<file path="config.mk">
export PLATFORM = sky130hd
export DESIGN_NAME = fan_temperature_pwm_tach_monitor_unit
export DESIGN_NICKNAME = d
export VERILOG_FILES = /design/src/hdl/fptm_pkg.sv /design/src/hdl/fan_temperature_pwm_tach_monitor_unit.sv /design/src/hdl/fptm_div.sv /design/src/hdl/fptm_dp.sv /design/src/hdl/fptm_ctrl.sv
export SDC_FILE = /design/constraint.sdc
export NUM_CORES = 2
export LEC_CHECK = 0
export BUFFER_PORTS_ARGS = -buffer_cell sky130_fd_sc_hd__clkbuf_2
export CORE_AREA = 2 2 253 255
export CTS_CLUSTER_SIZE = 20
export DETAILED_ROUTE_END_ITERATION = 6
export DIE_AREA = 0 0 255 257
export MAX_ROUTING_LAYER = met4
export PLACE_DENSITY = 0.72
export RECOVER_POWER = 50
export SYNTH_ARGS = -nofsm -noshare
export SYNTH_HDL_FRONTEND = slang
export SYNTH_SLANG_ARGS = --single-unit
</file>
<file path="constraint.sdc">
create_clock -name aclk -period 8.5 [get_ports aclk]
set_clock_uncertainty 0.1 [all_clocks]
set_input_delay 0.425 -clock aclk [delete_from_list [all_inputs] [get_ports aclk]]
set_output_delay 0.425 -clock aclk [all_outputs]
set_load 0.01 [all_outputs]
</file>
<file path="src/hdl/fptm_pkg.sv">
// ----------------------------------------------------------------------------
// fptm_pkg
// Shared types and constants of the fan temperature, PWM and tach monitor.
// ----------------------------------------------------------------------------
package fptm_pkg;

    localparam int ADDR_W = 5;

    localparam logic [2:0] OP_TEMP     = 3'd0;
    localparam logic [2:0] OP_EDGE     = 3'd1;
    localparam logic [2:0] OP_STALL    = 3'd2;
    localparam logic [2:0] OP_TEST_ON  = 3'd3;
    localparam logic [2:0] OP_TEST_OFF = 3'd4;

    localparam logic [2:0] REG_PWM_TOP       = 3'd0;
    localparam logic [2:0] REG_TIMER_TOP     = 3'd1;
    localparam logic [2:0] REG_NUMERATOR     = 3'd2;
    localparam logic [2:0] REG_STALL_LIMIT   = 3'd3;
    localparam logic [2:0] REG_ALARM_INTERVAL = 3'd4;
    localparam logic [2:0] REG_REPORT_ENABLE = 3'd5;

    localparam logic [15:0] PWM_TOP_RESET     = 16'd999;
    localparam logic [15:0] TIMER_TOP_RESET   = 16'd65535;
    localparam logic [31:0] NUMERATOR_RESET   = 32'd1200000;
    localparam logic [31:0] STALL_LIMIT_RESET = 32'd1200;
    localparam logic [31:0] INTERVAL_RESET    = 32'd300000;
    localparam logic [15:0] DUTY_RESET        = PWM_TOP_RESET / 16'd10;

    // 27 C and 30 C in sixteenths of a degree
    localparam logic signed [11:0] TEMP_LOW  = 12'sd432;
    localparam logic signed [11:0] TEMP_HIGH = 12'sd480;
    localparam logic [10:0] CURVE_OFFSET = 11'd1280;
    localparam logic [31:0] CURVE_SPAN   = 32'd160;
    // ceil(2^21 / 5): divide by 160 as ((p >> 5) * CURVE_RECIP) >> 21
    localparam logic [18:0] CURVE_RECIP  = 19'd419431;

    typedef struct packed {
        logic [2:0]         opcode;
        logic signed [11:0] temp_q4;
        logic               temp_invalid;
        logic [15:0]        capture_value;
        logic [31:0]        now_ms;
    } in_word_t;

    typedef struct packed {
        logic        fan_enable;
        logic [15:0] pwm_compare;
        logic [31:0] tach_freq;
        logic        stall_alarm;
        logic        self_test_active;
    } out_word_t;

    typedef struct packed {
        logic load;
        logic exec;
        logic curve_write;
        logic div_start;
        logic div_write;
        logic out_load;
    } cmd_t;

    typedef struct packed {
        logic need_mul;
        logic need_div;
        logic div_done;
    } status_t;

endpackage

</file>
<file path="src/hdl/fan_temperature_pwm_tach_monitor_unit.sv">
// ----------------------------------------------------------------------------
// fan_temperature_pwm_tach_monitor_unit
// Fan curve from temperature, tach frequency measurement and stall alarm.
// ----------------------------------------------------------------------------
// Steps: a word is loaded, executed and its result registered; an in-curve
// temperature adds the reciprocal multiply step, and a second tach edge with a
// positive period adds the 32-step divider.
// Throughput: one word at a time, next word taken in the cycle after the
// result is registered, even while that result still waits on m_ready.
// Reset (sync, aresetn low): all but data registers take defaults, no result.
module fan_temperature_pwm_tach_monitor_unit
    import fptm_pkg::*;
(
    input  logic              aclk,
    input  logic              aresetn,
    input  logic              s_valid,
    output logic              s_ready,
    input  in_word_t          s_data,
    output logic              m_valid,
    input  logic              m_ready,
    output out_word_t         m_data,
    input  logic              psel,
    input  logic              penable,
    input  logic              pwrite,
    input  logic [ADDR_W-1:0] paddr,
    input  logic [31:0]       pwdata,
    output logic [31:0]       prdata,
    output logic              pready
);
    cmd_t    cmd;
    status_t status;

    assign pready = 1'b1;

    fptm_ctrl u_ctrl (
        .aclk    (aclk),
        .aresetn (aresetn),
        .s_valid (s_valid),
        .s_ready (s_ready),
        .m_valid (m_valid),
        .m_ready (m_ready),
        .status  (status),
        .cmd     (cmd)
    );

    fptm_dp u_dp (
        .aclk    (aclk),
        .aresetn (aresetn),
        .cmd     (cmd),
        .status  (status),
        .s_data  (s_data),
        .m_data  (m_data),
        .psel    (psel),
        .penable (penable),
        .pwrite  (pwrite),
        .paddr   (paddr),
        .pwdata  (pwdata),
        .prdata  (prdata)
    );

endmodule

</file>
<file path="src/hdl/fptm_div.sv">
// ----------------------------------------------------------------------------
// fptm_div
// Restoring 32-bit unsigned divider, one quotient bit per cycle.
// ----------------------------------------------------------------------------
module fptm_div (
    input  logic        aclk,
    input  logic        aresetn,
    input  logic        start,
    input  logic [31:0] dividend,
    input  logic [31:0] divisor,
    output logic        done,
    output logic [31:0] quotient
);
    logic [31:0] rem_reg, rem_next;
    logic [31:0] quo_reg, quo_next;
    logic [31:0] den_reg, den_next;
    logic [4:0]  cnt_reg, cnt_next;
    logic        busy_reg, busy_next;
    logic        done_reg, done_next;
    logic [32:0] shifted;
    logic [32:0] diff;

    assign shifted = {rem_reg, quo_reg[31]};
    assign diff    = shifted - {1'b0, den_reg};

    always_comb begin
        rem_next  = rem_reg;
        quo_next  = quo_reg;
        den_next  = den_reg;
        cnt_next  = cnt_reg;
        busy_next = busy_reg;
        done_next = 1'b0;
        if (start) begin
            rem_next  = '0;
            quo_next  = dividend;
            den_next  = divisor;
            cnt_next  = '0;
            busy_next = 1'b1;
        end else if (busy_reg) begin
            if (!diff[32]) begin
                rem_next = diff[31:0];
                quo_next = {quo_reg[30:0], 1'b1};
            end else begin
                rem_next = shifted[31:0];
                quo_next = {quo_reg[30:0], 1'b0};
            end
            cnt_next = cnt_reg + 5'd1;
            if (cnt_reg == 5'd31) begin
                busy_next = 1'b0;
                done_next = 1'b1;
            end
        end
    end

    always_ff @(posedge aclk) begin
        rem_reg <= rem_next;
        quo_reg <= quo_next;
        den_reg <= den_next;
        cnt_reg <= cnt_next;
        if (!aresetn) begin
            busy_reg <= 1'b0;
            done_reg <= 1'b0;
        end else begin
            busy_reg <= busy_next;
            done_reg <= done_next;
        end
    end

    assign done     = done_reg;
    assign quotient = quo_reg;

endmodule

</file>
<file path="src/hdl/fptm_dp.sv">
// ----------------------------------------------------------------------------
// fptm_dp
// Datapath: configuration registers, fan and tach state, curve multiplier,
// tach divider and result register.
// ----------------------------------------------------------------------------
module fptm_dp
    import fptm_pkg::*;
(
    input  logic              aclk,
    input  logic              aresetn,
    input  cmd_t              cmd,
    output status_t           status,
    input  in_word_t          s_data,
    output out_word_t         m_data,
    input  logic              psel,
    input  logic              penable,
    input  logic              pwrite,
    input  logic [ADDR_W-1:0] paddr,
    input  logic [31:0]       pwdata,
    output logic [31:0]       prdata
);
    logic [15:0] pwm_top_reg, pwm_top_next;
    logic [15:0] timer_top_reg, timer_top_next;
    logic [31:0] numerator_reg, numerator_next;
    logic [31:0] limit_reg, limit_next;
    logic [31:0] interval_reg, interval_next;
    logic        report_reg, report_next;

    logic        running_reg, running_next;
    logic [15:0] duty_reg, duty_next;
    logic        self_test_reg, self_test_next;
    logic        capture_on_reg, capture_on_next;
    logic        second_edge_reg, second_edge_next;
    logic [15:0] first_stamp_reg, first_stamp_next;
    logic [31:0] freq_reg, freq_next;
    logic [31:0] mark_reg, mark_next;
    logic        alarm_reg, alarm_next;

    in_word_t    item_reg;
    logic [23:0] prod_reg;
    out_word_t   out_reg;

    logic        cfg_wr;
    logic [2:0]  cfg_idx;
    logic        temp_below;
    logic        temp_above;
    logic [10:0] temp_x3;
    logic [10:0] curve_diff;
    logic [23:0] prod;
    logic [37:0] curve_prod;
    logic [17:0] period_wrap;
    logic [17:0] period;
    logic        period_pos;
    logic [31:0] mark_base;
    logic [31:0] div_dividend;
    logic [31:0] div_divisor;
    logic        div_done;
    logic [31:0] div_quotient;

    assign cfg_wr  = psel && penable && pwrite;
    assign cfg_idx = paddr[4:2];

    assign temp_below = (item_reg.temp_q4 < TEMP_LOW);
    assign temp_above = (item_reg.temp_q4 > TEMP_HIGH);
    assign temp_x3    = {2'b00, item_reg.temp_q4[8:0]}
                      + {1'b0, item_reg.temp_q4[8:0], 1'b0};
    assign curve_diff = temp_x3 - CURVE_OFFSET;
    assign prod       = curve_diff[7:0] * pwm_top_reg;
    assign curve_prod = {19'd0, prod_reg[23:5]} * {19'd0, CURVE_RECIP};

    assign period_wrap = {2'b00, item_reg.capture_value} + {2'b00, timer_top_reg}
                       + 18'd1 - {2'b00, first_stamp_reg};
    assign period      = (first_stamp_reg > item_reg.capture_value)
                       ? period_wrap
                       : ({2'b00, item_reg.capture_value} - {2'b00, first_stamp_reg});
    assign period_pos  = !period[17] && (period != 18'd0);

    assign mark_base = report_reg ? mark_reg : item_reg.now_ms;

    assign status.need_mul = (item_reg.opcode == OP_TEMP) && !self_test_reg
                           && !item_reg.temp_invalid && !temp_below && !temp_above;
    assign status.need_div = (item_reg.opcode == OP_EDGE) && capture_on_reg
                           && second_edge_reg && period_pos;
    assign status.div_done = div_done;

    assign div_dividend = numerator_reg;
    assign div_divisor  = {16'd0, period[15:0]};

    fptm_div u_div (
        .aclk     (aclk),
        .aresetn  (aresetn),
        .start    (cmd.div_start),
        .dividend (div_dividend),
        .divisor  (div_divisor),
        .done     (div_done),
        .quotient (div_quotient)
    );

    always_comb begin
        pwm_top_next     = pwm_top_reg;
        timer_top_next   = timer_top_reg;
        numerator_next   = numerator_reg;
        limit_next       = limit_reg;
        interval_next    = interval_reg;
        report_next      = report_reg;
        running_next     = running_reg;
        duty_next        = duty_reg;
        self_test_next   = self_test_reg;
        capture_on_next  = capture_on_reg;
        second_edge_next = second_edge_reg;
        first_stamp_next = first_stamp_reg;
        freq_next        = freq_reg;
        mark_next        = mark_reg;
        alarm_next       = alarm_reg;

        if (cfg_wr) begin
            case (cfg_idx)
                REG_PWM_TOP:        pwm_top_next   = pwdata[15:0];
                REG_TIMER_TOP:      timer_top_next = pwdata[15:0];
                REG_NUMERATOR:      numerator_next = pwdata;
                REG_STALL_LIMIT:    limit_next     = pwdata;
                REG_ALARM_INTERVAL: interval_next  = pwdata;
                REG_REPORT_ENABLE: begin
                    report_next     = pwdata[0];
                    capture_on_next = pwdata[0];
                end
                default: ;
            endcase
        end

        if (cmd.exec) begin
            alarm_next = 1'b0;
            case (item_reg.opcode)
                OP_TEMP: begin
                    if (!self_test_reg) begin
                        if (temp_below || item_reg.temp_invalid) begin
                            running_next = 1'b0;
                        end else if (temp_above) begin
                            running_next = 1'b1;
                            duty_next    = pwm_top_reg;
                        end
                    end
                end
                OP_EDGE: begin
                    if (capture_on_reg) begin
                        if (!second_edge_reg) begin
                            first_stamp_next = item_reg.capture_value;
                            second_edge_next = 1'b1;
                        end else if (!period_pos) begin
                            freq_next        = 32'hFFFF_FFFF;
                            second_edge_next = 1'b0;
                        end
                    end
                end
                OP_STALL: begin
                    mark_next = mark_base;
                    if (running_reg) begin
                        if (freq_reg < limit_reg) begin
                            if ((item_reg.now_ms - mark_base) > interval_reg) begin
                                mark_next  = item_reg.now_ms;
                                alarm_next = 1'b1;
                            end
                        end else begin
                            mark_next = item_reg.now_ms;
                        end
                        freq_next = '0;
                    end
                end
                OP_TEST_ON: begin
                    self_test_next  = 1'b1;
                    freq_next       = '0;
                    capture_on_next = 1'b1;
                    running_next    = 1'b1;
                    duty_next       = pwm_top_reg;
                end
                OP_TEST_OFF: self_test_next = 1'b0;
                default: ;
            endcase
        end

        if (cmd.curve_write) begin
            running_next = 1'b1;
            duty_next    = curve_prod[36:21];
        end

        if (cmd.div_write) begin
            freq_next        = div_quotient;
            second_edge_next = 1'b0;
        end
    end

    always_ff @(posedge aclk) begin
        if (!aresetn) begin
            pwm_top_reg     <= PWM_TOP_RESET;
            timer_top_reg   <= TIMER_TOP_RESET;
            numerator_reg   <= NUMERATOR_RESET;
            limit_reg       <= STALL_LIMIT_RESET;
            interval_reg    <= INTERVAL_RESET;
            report_reg      <= 1'b1;
            running_reg     <= 1'b1;
            duty_reg        <= DUTY_RESET;
            self_test_reg   <= 1'b0;
            capture_on_reg  <= 1'b1;
            second_edge_reg <= 1'b0;
            first_stamp_reg <= '0;
            freq_reg        <= '0;
            mark_reg        <= '0;
            alarm_reg       <= 1'b0;
        end else begin
            pwm_top_reg     <= pwm_top_next;
            timer_top_reg   <= timer_top_next;
            numerator_reg   <= numerator_next;
            limit_reg       <= limit_next;
            interval_reg    <= interval_next;
            report_reg      <= report_next;
            running_reg     <= running_next;
            duty_reg        <= duty_next;
            self_test_reg   <= self_test_next;
            capture_on_reg  <= capture_on_next;
            second_edge_reg <= second_edge_next;
            first_stamp_reg <= first_stamp_next;
            freq_reg        <= freq_next;
            mark_reg        <= mark_next;
            alarm_reg       <= alarm_next;
        end
    end

    always_ff @(posedge aclk) begin
        if (cmd.load) begin
            item_reg <= s_data;
        end
        if (cmd.exec) begin
            prod_reg <= prod;
        end
        if (cmd.out_load) begin
            out_reg.fan_enable       <= running_reg;
            out_reg.pwm_compare      <= duty_reg;
            out_reg.tach_freq        <= freq_reg;
            out_reg.stall_alarm      <= alarm_reg;
            out_reg.self_test_active <= self_test_reg;
        end
    end

    assign m_data = out_reg;

    always_comb begin
        case (cfg_idx)
            REG_PWM_TOP:        prdata = {16'd0, pwm_top_reg};
            REG_TIMER_TOP:      prdata = {16'd0, timer_top_reg};
            REG_NUMERATOR:      prdata = numerator_reg;
            REG_STALL_LIMIT:    prdata = limit_reg;
            REG_ALARM_INTERVAL: prdata = interval_reg;
            REG_REPORT_ENABLE:  prdata = {31'd0, report_reg};
            default:            prdata = '0;
        endcase
    end

endmodule

</file>
<file path="src/hdl/fptm_ctrl.sv">
// ----------------------------------------------------------------------------
// fptm_ctrl
// Controller: sequences load, execute, multiply, divide and result hand-off.
// ----------------------------------------------------------------------------
module fptm_ctrl
    import fptm_pkg::*;
(
    input  logic    aclk,
    input  logic    aresetn,
    input  logic    s_valid,
    output logic    s_ready,
    output logic    m_valid,
    input  logic    m_ready,
    input  status_t status,
    output cmd_t    cmd
);
    localparam logic [2:0] ST_IDLE = 3'd0;
    localparam logic [2:0] ST_EXEC = 3'd1;
    localparam logic [2:0] ST_MUL  = 3'd2;
    localparam logic [2:0] ST_DIV  = 3'd3;
    localparam logic [2:0] ST_DONE = 3'd4;

    logic [2:0] state_reg, state_next;
    logic       m_valid_reg, m_valid_next;

    always_comb begin
        state_next = state_reg;
        cmd        = '0;
        s_ready    = 1'b0;
        case (state_reg)
            ST_IDLE: begin
                s_ready = 1'b1;
                if (s_valid) begin
                    cmd.load   = 1'b1;
                    state_next = ST_EXEC;
                end
            end
            ST_EXEC: begin
                cmd.exec = 1'b1;
                if (status.need_mul) begin
                    state_next = ST_MUL;
                end else if (status.need_div) begin
                    cmd.div_start = 1'b1;
                    state_next    = ST_DIV;
                end else begin
                    state_next = ST_DONE;
                end
            end
            ST_MUL: begin
                cmd.curve_write = 1'b1;
                state_next      = ST_DONE;
            end
            ST_DIV: begin
                if (status.div_done) begin
                    cmd.div_write = 1'b1;
                    state_next    = ST_DONE;
                end
            end
            ST_DONE: begin
                if (!m_valid_reg || m_ready) begin
                    cmd.out_load = 1'b1;
                    state_next   = ST_IDLE;
                end
            end
            default: state_next = ST_IDLE;
        endcase
    end

    always_comb begin
        m_valid_next = m_valid_reg;
        if (cmd.out_load) begin
            m_valid_next = 1'b1;
        end else if (m_ready) begin
            m_valid_next = 1'b0;
        end
    end

    always_ff @(posedge aclk) begin
        if (!aresetn) begin
            state_reg   <= ST_IDLE;
            m_valid_reg <= 1'b0;
        end else begin
            state_reg   <= state_next;
            m_valid_reg <= m_valid_next;
        end
    end

    assign m_valid = m_valid_reg;

endmodule

</file>
==> flow_summary.yaml <==
drt:
  vias: 26500
  vias_per_cell: 5.58
  drcViolationCount: 0
  drt_iter0_drc: 1896
  dr.pass1.iters: 6
  detail_route.wl_per_cell_um: 18.1
  ant_nets: 0
  drt_wl_total_mm: 85.9
grt:
  grt_pass1_vias: 26100
  gr-total-overflow: 0
  grt_first_pass_wirelength_mm: 139
  grt_max_degree: 86
  antenna_found_initial: 5
  grt_use_total_pct: 27.4
logic_synthesis:
  async_reset_ff_share_pct: 0
  synth_most_common_cell: "inv_1"
  netlist_area_sq_mm: 0.0341
  synth_common_cells: "493 x inv_1, 452 x nand2_1, 382 x ha_1"
  synthesis.nets: 4369
  synth_area_leaders: "dfxtp_1 16%, edfxtp_1 16%, ha_1 14%"
  synth_largest_area_cell: "dfxtp_1"
  synth_ff_type: "dfxtp_1"
  seq_area_frac_synth_pct: 32.0
  synth.distinct_cells: 81
  synth-edff-count: 182
  yosys.area.top_type_share_pct: 16.0
  avgSynthCellArea_sq_um: 9.34
  yosys_warnings: 0
  synthesis.instances: 3656
  yosys_register_bits: 455
timing:
  period_share_pct: 88.4
  setup_violations: 0
  worst_pin_slew_ns: 2.96
  max_slew_margin_pct: -97.6
  hold_violations: 0
  fin_crit_ns: 7.51
  rsz0062_at_grt: "false"
  fmax_ghz: 0.133
  setup_tns_ns: 0
  slew_viol_final: 161
place:
  gp_congestion: 0.927
  port-buffer-count: 190
  hpwl_mm: 65.5
floorplan:
  die_h_um: 257
  die_w_um: 255
  start_util_pct: 54.4
  rows: 92
  fp.dieArea_sq_mm: 0.0655
  core_region_area_sq_mm: 0.0627
  ios: 194
critical_path:
  cp_slowest_cell: "edfxtp_1"
  path_class: "flop to flop"
  crit_required_ns: 8.77
  worstSetupEndpointType: "flop"
  worstSetupStartpointType: "flop"
  worstPathArrival_ns: 7.79
  path_buf_inv: 4
  critical-path-top-delay-family: "adder cells"
  max_stage_delay_ns: 0.66
  crit_fanout: 17
cts:
  numCtsBuffers: 51
  hold_buffers: 90
  htreeDepth: 2
  clock_latency_ns: 0.64
  cts-resized-gates: 0
  clkTransAtPathRegs_ns: 0.06
  clk_path_buf_depth: 3
  clock_sinks: 455
  cts_tree: "built"
  postCtsSetupBuffers: 0
  root_buffer: "clkbuf_16"
run_status:
  outcome: "finished, violations left"
  violations: "max-capacitance violations, max-slew violations"
min_path:
  hp-class: "input port to flop"
layout:
  nNetsFinal: 4576
  regArea_sq_mm: 0.0109
  multiInputGateArea_sq_mm: 0.0208
  area_growth_pct: 12.5
  fillers: 5283
  largest_reg_flops: 64
  drive_above_1_share_pct: 7.91
job:
  cap_violations: 4
==> tightest hold or removal path: stages <==
cell and delay (ns):
clkbuf_2 0.15, nand2_1 0.08, a21oi_1 0.05
==> cell type report <==
| cell class | count | area share, % |
|---|---|---|
| sequential | 455 | 28.5 |
| tap | 846 | 2.76 |
| timing repair buffer | 305 | 5.06 |
| clock buffer | 69 | 3.87 |
| inverter | 493 | 4.82 |
| clock inverter | 26 | 0.840 |
| multi-input combinational | 2557 | 54.2 |
| antenna | 5 | 0.0326 |
==> placed cells by master, fill, tap and decap left out, types with 53 or more instances in the layout <==
cell,count
dfxtp_1,271
nand3_1,92
mux2i_1,70
dlygate4sd3_1,90
a21oi_1,230
fa_1,223
clkbuf_1,75
clkbuf_2,125
a21o_1,76
nor2_1,152
ha_1,382
clkbuf_16,53
inv_1,492
edfxtp_1,182
nand2_1,452
and2_1,67
o21ai_0,143
nor2b_1,56
xnor2_1,93
==> routing by layer <==
layer	vias up	share of wire, %	wire, um	GRT usage (%)
li1	12800	-	-	-
met1	12700	44	38000	36.8
met2	810	45	38700	41.9
met3	180	7.2	6170	4.62
met4	0	3.6	3090	9.15
met5	-	0	0	-
==> path summary, 6_finish.rpt <==
check	slack, ns	endpoint	from	depth (start not counted)
worst max register to register	0.99	u_dp.prod_reg[22]	u_dp.item_reg[49]	27
worst min register to register	0.34	u_dp.m_data[39]	u_dp.duty_reg[5]	0
worst max-delay path	0.99	u_dp.prod_reg[22]	u_dp.item_reg[49]	27
worst min-delay path	0.03	u_dp.interval_reg[2]	pwdata[2]	3
==> per-stage QoR <==
step           instances  hold slack [ns]  setup WS (ns)  instance area (sq um)  util, %
3_3_place_gp        4566            0.312           1.17                  35800     57.1
6_report            4756           0.0262          0.986                  38400     61.2
5_1_grt             4755           0.0244          0.494                  38400     61.2
3_5_place_dp        4566            0.323           1.01                  35800     57.1
2_1_floorplan       3656            0.304           1.73                  34100        -
4_1_cts             4751         0.000468           1.00                  38500     61.4
==> kinds of logic (layout without fill, tap and decap cells) <==
kind of cell | count (synthesis) | in the layout | share of synthesized area [%]
DFF | 455 | 455 | 32.0
AOI/OAI and AO/OA | 705 | 705 | 13.1
buffers and inverters | 644 | 893 | 7.20
muxes | 109 | 109 | 3.37
and+or+nand+nor | 1000 | 1000 | 13.6
adders and majority gates | 605 | 605 | 27.1
other | 1 | 6 | 0.0110
xor gates and xnor gates | 137 | 137 | 3.57
Power is left out: the tool's default activity adds up to more than one toggle a clock period on the data nets, which glitch-free logic cannot reach.
